`src/design/dsvd_pkg.sv`:
```
// Shared types, codes and constants of the door state vote debouncer.
package dsvd_pkg;

  // Default window depths.
  localparam int unsigned MODE_WINDOW_DEF   = 10;
  localparam int unsigned SENSOR_WINDOW_DEF = 100;

  // Configuration register widths and reset values.
  localparam int unsigned THRESH_W     = 16;
  localparam int unsigned MODE_MIN_W   = 4;
  localparam int unsigned SENS_MIN_W   = 7;
  localparam int unsigned CFG_DATA_W   = 16;
  localparam int unsigned CFG_IDX_W    = 2;
  localparam int unsigned DIST_W       = 16;

  localparam logic [THRESH_W-1:0]   THRESH_RST   = 16'd160;
  localparam logic [MODE_MIN_W-1:0] MODE_MIN_RST = 4'd8;
  localparam logic [SENS_MIN_W-1:0] SENS_MIN_RST = 7'd90;

  // Configuration register indexes.
  localparam logic [CFG_IDX_W-1:0] REG_NEAR_THRESHOLD  = 2'd0;
  localparam logic [CFG_IDX_W-1:0] REG_MODE_VOTE_MIN   = 2'd1;
  localparam logic [CFG_IDX_W-1:0] REG_SENSOR_VOTE_MIN = 2'd2;

  // Switch mode codes.
  typedef enum logic [1:0] {
    MODE_AUTO   = 2'd0,
    MODE_CLOSED = 2'd1,
    MODE_OPEN   = 2'd2
  } mode_t;

endpackage

```
`src/design/dsvd_in_if.sv`:
```
// Input channel: switch contacts and distance sample.
interface dsvd_in_if;
  import dsvd_pkg::*;

  logic              valid;
  logic              ready;
  logic              contact_a;
  logic              contact_b;
  logic [DIST_W-1:0] distance_q4;

  modport source (output valid, contact_a, contact_b, distance_q4, input ready);
  modport sink   (input valid, contact_a, contact_b, distance_q4, output ready);
endinterface

```
`src/design/dsvd_out_if.sv`:
```
// Result channel: door state, voted mode and voted sensor verdict.
interface dsvd_out_if;
  logic       valid;
  logic       ready;
  logic       door_open;
  logic [1:0] mode;
  logic       sensor_open;

  modport source (output valid, door_open, mode, sensor_open, input ready);
  modport sink   (input valid, door_open, mode, sensor_open, output ready);
endinterface

```
`src/design/dsvd_cell.sv`:
```
// One window entry: a resettable register that loads its input on a shift and holds otherwise.
module dsvd_cell #(
  parameter int unsigned DW = 1
) (
  input  logic          clk,
  input  logic          rst_n,
  input  logic          shift_en,
  input  logic [DW-1:0] d,
  output logic [DW-1:0] q
);
  logic [DW-1:0] q_r;
  logic [DW-1:0] q_nxt;

  always_comb begin
    q_nxt = shift_en ? d : q_r;
  end

  always_ff @(posedge clk) begin
    if (!rst_n) begin
      q_r <= '0;
    end else begin
      q_r <= q_nxt;
    end
  end

  assign q = q_r;
endmodule

```
`src/design/dsvd_mode_win.sv`:
```
// Mode window: chain of cells with running class counts and the mode vote.
module dsvd_mode_win
  import dsvd_pkg::*;
#(
  parameter int unsigned WINDOW = MODE_WINDOW_DEF
) (
  input  logic                  clk,
  input  logic                  rst_n,
  input  logic                  shift_en,
  input  dsvd_pkg::mode_t       sample,
  input  logic [MODE_MIN_W-1:0] vote_min,
  output dsvd_pkg::mode_t       voted_nxt_o
);
  localparam int unsigned CNT_W = $clog2(WINDOW + 1);
  localparam int unsigned CMP_W = (CNT_W > MODE_MIN_W) ? CNT_W : MODE_MIN_W;

  logic [1:0] tap [WINDOW];
  logic [1:0] oldest;

  logic [CNT_W-1:0] n_auto_r, n_closed_r, n_open_r;
  logic [CNT_W-1:0] n_auto_nxt, n_closed_nxt, n_open_nxt;
  mode_t            voted_r, voted_nxt;

  genvar gi;
  generate
    for (gi = 0; gi < WINDOW; gi++) begin : g_cell
      if (gi == 0) begin : g_head
        dsvd_cell #(.DW(2)) u_cell (
          .clk(clk), .rst_n(rst_n), .shift_en(shift_en), .d(sample), .q(tap[gi])
        );
      end else begin : g_body
        dsvd_cell #(.DW(2)) u_cell (
          .clk(clk), .rst_n(rst_n), .shift_en(shift_en), .d(tap[gi-1]), .q(tap[gi])
        );
      end
    end
  endgenerate

  assign oldest = tap[WINDOW-1];

  always_comb begin
    n_auto_nxt   = n_auto_r   + CNT_W'(sample == MODE_AUTO)
                              - CNT_W'(oldest == MODE_AUTO);
    n_closed_nxt = n_closed_r + CNT_W'(sample == MODE_CLOSED)
                              - CNT_W'(oldest == MODE_CLOSED);
    n_open_nxt   = n_open_r   + CNT_W'((sample != MODE_AUTO) && (sample != MODE_CLOSED))
                              - CNT_W'((oldest != MODE_AUTO) && (oldest != MODE_CLOSED));

    // First qualifying class wins; hold otherwise.
    if (CMP_W'(n_auto_nxt) >= CMP_W'(vote_min)) begin
      voted_nxt = MODE_AUTO;
    end else if (CMP_W'(n_closed_nxt) >= CMP_W'(vote_min)) begin
      voted_nxt = MODE_CLOSED;
    end else if (CMP_W'(n_open_nxt) >= CMP_W'(vote_min)) begin
      voted_nxt = MODE_OPEN;
    end else begin
      voted_nxt = voted_r;
    end
  end

  always_ff @(posedge clk) begin
    if (!rst_n) begin
      n_auto_r   <= CNT_W'(WINDOW);
      n_closed_r <= '0;
      n_open_r   <= '0;
      voted_r    <= MODE_AUTO;
    end else if (shift_en) begin
      n_auto_r   <= n_auto_nxt;
      n_closed_r <= n_closed_nxt;
      n_open_r   <= n_open_nxt;
      voted_r    <= voted_nxt;
    end
  end

  assign voted_nxt_o = voted_nxt;
endmodule

```
`src/design/dsvd_sens_win.sv`:
```
// Sensor window: chain of one-bit cells with a running presence count and the vote.
module dsvd_sens_win
  import dsvd_pkg::*;
#(
  parameter int unsigned WINDOW = SENSOR_WINDOW_DEF
) (
  input  logic                  clk,
  input  logic                  rst_n,
  input  logic                  shift_en,
  input  logic                  present,
  input  logic [SENS_MIN_W-1:0] vote_min,
  output logic                  voted_nxt_o
);
  localparam int unsigned CNT_W = $clog2(WINDOW + 1);
  localparam int unsigned CMP_W = (CNT_W > SENS_MIN_W) ? CNT_W : SENS_MIN_W;

  logic             tap [WINDOW];
  logic [CNT_W-1:0] n_open_r, n_open_nxt, n_closed;
  logic             voted_r, voted_nxt;

  genvar gi;
  generate
    for (gi = 0; gi < WINDOW; gi++) begin : g_cell
      if (gi == 0) begin : g_head
        dsvd_cell #(.DW(1)) u_cell (
          .clk(clk), .rst_n(rst_n), .shift_en(shift_en), .d(present), .q(tap[gi])
        );
      end else begin : g_body
        dsvd_cell #(.DW(1)) u_cell (
          .clk(clk), .rst_n(rst_n), .shift_en(shift_en), .d(tap[gi-1]), .q(tap[gi])
        );
      end
    end
  endgenerate

  always_comb begin
    n_open_nxt = n_open_r + CNT_W'(present) - CNT_W'(tap[WINDOW-1]);
    n_closed   = CNT_W'(WINDOW) - n_open_nxt;
    if (CMP_W'(n_open_nxt) >= CMP_W'(vote_min)) begin
      voted_nxt = 1'b1;
    end else if (CMP_W'(n_closed) >= CMP_W'(vote_min)) begin
      voted_nxt = 1'b0;
    end else begin
      voted_nxt = voted_r;
    end
  end

  always_ff @(posedge clk) begin
    if (!rst_n) begin
      n_open_r <= '0;
      voted_r  <= 1'b0;
    end else if (shift_en) begin
      n_open_r <= n_open_nxt;
      voted_r  <= voted_nxt;
    end
  end

  assign voted_nxt_o = voted_nxt;
endmodule

```
`src/design/door_state_vote_debouncer.sv`:
```
// Door state vote debouncer top level: configuration, windows and result register.
//
// One item is taken every clock cycle unless the output stalls, and its result
// appears in the output register on the next edge; a new item is accepted
// whenever that register is empty or is being taken in the same cycle. Each
// window is a chain of cells that shifts once per transfer, and a running count
// per class (added for the entering sample, subtracted for the sample that drops
// off the end) keeps the vote to an add, a subtract and a compare per class and
// a priority pick. Reset clears all cells at once, so the block is ready in the
// cycle after reset is released. Configuration writes take effect on the next
// transfer and are meant to be made while no transfer is in flight.
module door_state_vote_debouncer
  import dsvd_pkg::*;
#(
  parameter int unsigned MODE_WINDOW   = dsvd_pkg::MODE_WINDOW_DEF,
  parameter int unsigned SENSOR_WINDOW = dsvd_pkg::SENSOR_WINDOW_DEF
) (
  input  logic                            clk,
  input  logic                            rst_n,
  dsvd_in_if.sink                         in_ch,
  dsvd_out_if.source                      out_ch,
  input  logic                            cfg_we,
  input  logic [dsvd_pkg::CFG_IDX_W-1:0]  cfg_index,
  input  logic [dsvd_pkg::CFG_DATA_W-1:0] cfg_wdata
);

  // Configuration registers.
  logic [THRESH_W-1:0]   near_threshold_r;
  logic [MODE_MIN_W-1:0] mode_vote_min_r;
  logic [SENS_MIN_W-1:0] sensor_vote_min_r;

  always_ff @(posedge clk) begin
    if (!rst_n) begin
      near_threshold_r  <= THRESH_RST;
      mode_vote_min_r   <= MODE_MIN_RST;
      sensor_vote_min_r <= SENS_MIN_RST;
    end else if (cfg_we) begin
      case (cfg_index)
        REG_NEAR_THRESHOLD:  near_threshold_r  <= cfg_wdata[THRESH_W-1:0];
        REG_MODE_VOTE_MIN:   mode_vote_min_r   <= cfg_wdata[MODE_MIN_W-1:0];
        REG_SENSOR_VOTE_MIN: sensor_vote_min_r <= cfg_wdata[SENS_MIN_W-1:0];
        default: ;  // drop writes to unused indexes
      endcase
    end
  end

  // Handshake: accept when the result register is free or draining now.
  logic  out_valid_r;
  logic  take;
  mode_t sample_mode;
  logic  present;
  mode_t mode_vote;
  logic  sensor_vote;

  assign in_ch.ready = !out_valid_r || out_ch.ready;
  assign take        = in_ch.valid && in_ch.ready;

  // Decode the switch contacts: a low and b high is auto, both low is
  // manual closed, anything else is manual open.
  always_comb begin
    if (!in_ch.contact_a && in_ch.contact_b) begin
      sample_mode = MODE_AUTO;
    end else if (!in_ch.contact_a && !in_ch.contact_b) begin
      sample_mode = MODE_CLOSED;
    end else begin
      sample_mode = MODE_OPEN;
    end
  end

  // Present when the target is nearer than the threshold.
  assign present = in_ch.distance_q4 < near_threshold_r;

  dsvd_mode_win #(.WINDOW(MODE_WINDOW)) u_mode_win (
    .clk         (clk),
    .rst_n       (rst_n),
    .shift_en    (take),
    .sample      (sample_mode),
    .vote_min    (mode_vote_min_r),
    .voted_nxt_o (mode_vote)
  );

  dsvd_sens_win #(.WINDOW(SENSOR_WINDOW)) u_sens_win (
    .clk         (clk),
    .rst_n       (rst_n),
    .shift_en    (take),
    .present     (present),
    .vote_min    (sensor_vote_min_r),
    .voted_nxt_o (sensor_vote)
  );

  // Result register.
  logic  out_valid_nxt;
  logic  door_r, door_nxt;
  mode_t mode_r;
  logic  sensor_r;

  always_comb begin
    // Auto mode follows the sensor; manual modes force the door.
    if (mode_vote == MODE_AUTO) begin
      door_nxt = sensor_vote;
    end else begin
      door_nxt = (mode_vote == MODE_OPEN);
    end

    if (take) begin
      out_valid_nxt = 1'b1;
    end else if (out_ch.ready) begin
      out_valid_nxt = 1'b0;
    end else begin
      out_valid_nxt = out_valid_r;
    end
  end

  always_ff @(posedge clk) begin
    if (!rst_n) begin
      out_valid_r <= 1'b0;
    end else begin
      out_valid_r <= out_valid_nxt;
    end
  end

  // Load the payload only on a transfer in.
  always_ff @(posedge clk) begin
    if (take) begin
      door_r   <= door_nxt;
      mode_r   <= mode_vote;
      sensor_r <= sensor_vote;
    end
  end

  assign out_ch.valid       = out_valid_r;
  assign out_ch.door_open   = door_r;
  assign out_ch.mode        = mode_r;
  assign out_ch.sensor_open = sensor_r;

endmodule
```
`src/flat_wrapper.sv`:
```
// flat-port wrapper written by rule: the top's interface ports become plain ports
module door_state_vote_debouncer_flat import dsvd_pkg::*;
#(
  parameter int unsigned MODE_WINDOW   = dsvd_pkg::MODE_WINDOW_DEF,
  parameter int unsigned SENSOR_WINDOW = dsvd_pkg::SENSOR_WINDOW_DEF
)
  (clk, rst_n, cfg_we, cfg_index, cfg_wdata, in_ch_valid, in_ch_contact_a, in_ch_contact_b, in_ch_distance_q4, in_ch_ready, out_ch_valid, out_ch_door_open, out_ch_mode, out_ch_sensor_open, out_ch_ready);
  dsvd_in_if in_ch_i ();
  dsvd_out_if out_ch_i ();
  input  logic clk;
  input  logic rst_n;
  input  logic cfg_we;
  input  logic [dsvd_pkg::CFG_IDX_W-1:0] cfg_index;
  input  logic [dsvd_pkg::CFG_DATA_W-1:0] cfg_wdata;
  input wire logic [$bits(in_ch_i.valid)-1:0] in_ch_valid;
  input wire logic [$bits(in_ch_i.contact_a)-1:0] in_ch_contact_a;
  input wire logic [$bits(in_ch_i.contact_b)-1:0] in_ch_contact_b;
  input wire logic [$bits(in_ch_i.distance_q4)-1:0] in_ch_distance_q4;
  output wire logic [$bits(in_ch_i.ready)-1:0] in_ch_ready;
  output wire logic [$bits(out_ch_i.valid)-1:0] out_ch_valid;
  output wire logic [$bits(out_ch_i.door_open)-1:0] out_ch_door_open;
  output wire logic [$bits(out_ch_i.mode)-1:0] out_ch_mode;
  output wire logic [$bits(out_ch_i.sensor_open)-1:0] out_ch_sensor_open;
  input wire logic [$bits(out_ch_i.ready)-1:0] out_ch_ready;
  assign in_ch_i.valid = in_ch_valid;
  assign in_ch_i.contact_a = in_ch_contact_a;
  assign in_ch_i.contact_b = in_ch_contact_b;
  assign in_ch_i.distance_q4 = in_ch_distance_q4;
  assign in_ch_ready = in_ch_i.ready;
  assign out_ch_valid = out_ch_i.valid;
  assign out_ch_door_open = out_ch_i.door_open;
  assign out_ch_mode = out_ch_i.mode;
  assign out_ch_sensor_open = out_ch_i.sensor_open;
  assign out_ch_i.ready = out_ch_ready;
  door_state_vote_debouncer #(.MODE_WINDOW(MODE_WINDOW), .SENSOR_WINDOW(SENSOR_WINDOW)) u_core (.clk(clk), .rst_n(rst_n), .in_ch(in_ch_i), .out_ch(out_ch_i), .cfg_we(cfg_we), .cfg_index(cfg_index), .cfg_wdata(cfg_wdata));
endmodule
```
`config.mk`:
```
export PLATFORM = sky130hd
export DESIGN_NAME = door_state_vote_debouncer_flat
export DESIGN_NICKNAME = d
export VERILOG_FILES = /design/src/design/dsvd_pkg.sv /design/src/design/dsvd_in_if.sv /design/src/design/dsvd_out_if.sv /design/src/design/dsvd_cell.sv /design/src/design/dsvd_mode_win.sv /design/src/design/dsvd_sens_win.sv /design/src/design/door_state_vote_debouncer.sv /design/src/flat_wrapper.sv
export SDC_FILE = /design/constraint.sdc
export NUM_CORES = 1
export LEC_CHECK = 0
export BUFFER_PORTS_ARGS = -buffer_cell sky130_fd_sc_hd__buf_2
export CORE_MARGIN = 8
export CORE_UTILIZATION = 50
export DETAILED_ROUTE_END_ITERATION = 10
export GPL_TIMING_DRIVEN = 1
export PLACE_DENSITY = 0.69
export SLEW_MARGIN = 10
export SYNTH_ARGS = -nofsm -noshare
export SYNTH_HDL_FRONTEND = slang
export SYNTH_SLANG_ARGS = --single-unit
```
`constraint.sdc`:
```
create_clock -name clk -period 3.9 [get_ports clk]
set_clock_uncertainty 0.05 [all_clocks]
set_input_delay 0.195 -clock clk [delete_from_list [all_inputs] [get_ports clk]]
set_output_delay 0.195 -clock clk [all_outputs]
set_load 0.1 [all_outputs]
```
==> out/summary.txt <==
Cts bufs inserted: 17
R2r startpoint: u_core.near_threshold_r[6]$_SDFFE_PN0P_
IO Count: 47
Die width: 143.2 um
Clock Pin Slew Worst Setup and Hold Paths: 0.07 ns
Hold crit path type: in -> reg
Input/output buffers: 46
Setup-failing EPs final: 3
Die ar.: 20510 um2
Vias: 6096
PD cells: 497.4 nW/um2
Multi-input gate area: 4290 um2
Max Freq: 249.7 MHz
Syn Nets: 1065
Max Slew Vio Count: 0
Crit path max-delay family: adder cells
# diodes: 0
RSZ-0062 raised after global routing: yes
Slowest-stage cell, CP: fa_2
Post-Synthesis Cells: 960
Max_slew headroom: 0.2339
Yosys top cell by area: dfxtp_1
Ys Warns: 0
Post-layout minimum cycle time: 4.004 ns
Root buffer cell: clkbuf_16
Worst hold endpoint: u_core.mode_vote_min_r[3]$_SDFFE_PN1P_
Number of flops mapped to enable cells by yosys: 4
Commonest cells post-synth: nand2_1, dfxtp_1, a21boi_0
Final wirelength: 15.18 mm
Vias per cell: 4.936
Clock latency on the worst-skew pair: 0.42 ns
Layout net count: 1113
Critical Path AT: 4.12 ns
Worst-case clock buffer depth: 2
Failing checks: setup timing
Core area: 15830 um2
Count leader, synth: nand2_1
Startpoint Class: flip-flop
Sequential share of the synthesized area: 0.4355
Fill cell count: 1355
Clock Sinks: 174
Initial Utilization: 0.5111
Worst-path cell chain: inv_2 -> ha_4 -> a21o_1 -> a21oi_2 -> inv_1 -> a211oi_2 -> o21ai_2 -> ha_1 -> inv_2 -> ha_4 -> fa_2 -> inv_2 -> ha_4 -> xnor2_2 -> ha_1 -> nand2_1 -> o21ai_1 -> a21oi_1 -> nand4b_1 -> a21oi_2 -> a21oi_2
Pre-CTS setup slack: -0.2436 ns
Setup slack after layout: -0.1042 ns
Async set-reset flop share out of synthesis: 0
Max-cap violations: 0
Die height: 143.2 um
First-pass GRT wire length: 25.83 mm
Cell variety after synth: 45
Top post-synthesis cells by area: dfxtp_1, nand2_1, a21boi_0
Synth Register Bits: 174
# DRC: 0
End of the worst register-to-register path: u_core.out_ch.door_open$_DFFE_PP_
Post-synth top area share: 0.4207
GRT overflow: 0
Number of global-route vias before repair: 5810
Crit path kind: reg -> reg
Worst Hold Depth: 3
Final Core Density: 0.5979
Crit path buf inv count: 4
CP endpoint kind: flip-flop
Post-route ant nets: 0
Total Routing Usage GR: 0.1526
Leakage power: 3.619 nW
CTS H-tree lvls: 4
Setup TNS: -0.1932 ns
Hold path start: cfg_wdata[3]
Storage element area: 3527 um2
Synthesis-to-layout area growth: 16.97%
GPL Wtd Cong: 0.7710
Post-Synthesis Cell Area: 8090 um2
Final hold violation count: 0
Most used DFF post-synth: dfxtp_1
DR WL/cell: 12.29 um
DPL Wire Length: 9.273 mm
WP depth: 21
Worst Path Required: 4.02 ns
Crit-path max cell delay: 0.54 ns
Status: complete, but fails checks
Post-synthesis area per instance: 8.427 um2
Iter 0 DRT Violations: 282
FF-to-FF path depth: 21
Crit-path max FO: 3
CTS tree: yes
Initial antenna violation count: 0
Tcrit/Tclk final: 1.027
R2R setup slack: -0.10 ns
Layout cells sized above 1: 0.1423
# rows: 46
Worst slew pin tran: 1.144 ns
DR pass1 iterations: 4
Largest net degree at the start of global routing: 91
Maximum vdd ir drop: 0.3583 mV
==> per-stage QoR <==
step | std cells | cell area [um2] | hold WS (ns) | power (mW)
after CTS | 1229 | 9324 | 0.001078 | 4.677
after global placement | 1184 | 8499 | 0.3832 | 2.870
after floorplan | 960 | 8105 | 0.2798 | 2.685
final | 1235 | 9463 | 0.007019 | 4.707
after detailed placement | 1184 | 8499 | 0.3909 | 2.889
after global routing | 1235 | 9463 | 0.002628 | 4.964
==> what timing repair did <==
item	4_1_cts	5_1_grt
setup endpoints to repair	3	3
pin swaps	22	16
hold endpoints to repair	16	0
setup buffers	2	6
resized for setup	14	17
hold buffers	13	0
==> logic make-up (layout without fill, tap and decap cells) <==
kind of cell,count (synthesis),after routing,synth area share
XOR/XNOR,20,20,0.02444
AND/OR/NAND/NOR,369,369,0.1831
adder cells (fa/ha/maj),64,64,0.1027
buffers and inverters,112,171,0.05691
flip-flops,174,174,0.4355
AO/OA/AOI/OAI,218,218,0.1936
multiplexers,3,3,0.003712
==> report_power, final <==
group	total, mW	internal, mW	switching [mW]	leakage (nW)
sequential	1.89	1.86	0.0302	1.42
combinational	1.08	0.466	0.614	1.91
clock	1.74	1.04	0.697	0.293
==> area by class of cell <==
type | count | share of cell area
inverter | 57 | 0.02287
sequential | 174 | 0.3727
multi-input combinational | 674 | 0.4534
timing repair buffer | 84 | 0.05818
clock buffer | 19 | 0.04786
clock inverter | 11 | 0.01640
tap | 216 | 0.02856
==> tightest hold or removal path: stages <==
cell and delay [ns]:
buf_2 0.11, o21ai_0 0.08, nand2_1 0.06
==> worst max path at each step <==
stage	from	to	slack, ns
final	u_core.near_threshold_r[6]$_SDFFE_PN0P_	u_core.out_ch.door_open$_DFFE_PP_	-0.10
after global routing	u_core.near_threshold_r[6]$_SDFFE_PN0P_	u_core.out_ch.door_open$_DFFE_PP_	-0.34
after CTS	u_core.near_threshold_r[1]$_SDFFE_PN0P_	u_core.out_ch.door_open$_DFFE_PP_	-0.11
after detailed placement	u_core.near_threshold_r[9]$_SDFFE_PN0P_	u_core.out_ch.door_open$_DFFE_PP_	-0.24
after global placement	u_core.near_threshold_r[9]$_SDFFE_PN0P_	u_core.out_ch.door_open$_DFFE_PP_	-0.19
after floorplan	u_core.near_threshold_r[6]$_SDFFE_PN0P_	u_core.out_ch.door_open$_DFFE_PP_	0.01
==> state kept, by name (all words and copies together), names as in the netlist, 7 cells and up <==
signal / cells
u_core.near_threshold_r: 16
u_core.sensor_vote_min_r: 7
u_core.u_mode_win.g_cell.g_body.u_cell.q: 18
u_core.u_sens_win.g_cell.g_body.u_cell.q: 99
u_core.u_sens_win.n_open_r: 7
==> placed cells by master (no fill, tap or decap), types with 13 or more instances in the layout <==
| cell type | Yosys | layout |
|---|---|---|
| a21boi_0 | 123 | 123 |
| a21boi_1 | 26 | 26 |
| a21oi_1 | 23 | 19 |
| buf_2 | 32 | 45 |
| buf_4 | 0 | 26 |
| clkbuf_16 | 0 | 17 |
| dfxtp_1 | 170 | 167 |
| dlygate4sd3_1 | 0 | 13 |
| ha_1 | 60 | 52 |
| inv_1 | 57 | 52 |
| nand2_1 | 316 | 315 |
| nor2_1 | 16 | 15 |
==> metal layers <==
| layer | routed length (um) | up-vias | GRT usage | part of all wire |
|---|---|---|---|---|
| met4 | 197 | 0 | 0.04978 | 0.013 |
| met1 | 7325 | 2773 | 0.1864 | 0.48 |
| li1 | - | 3229 | - | - |
| met2 | 7038 | 80 | 0.2536 | 0.46 |
| met3 | 621 | 14 | 0.04274 | 0.041 |
| met5 | 0 | - | 0 | 0 |
Note: power is estimated with default switching activity, not from simulation.
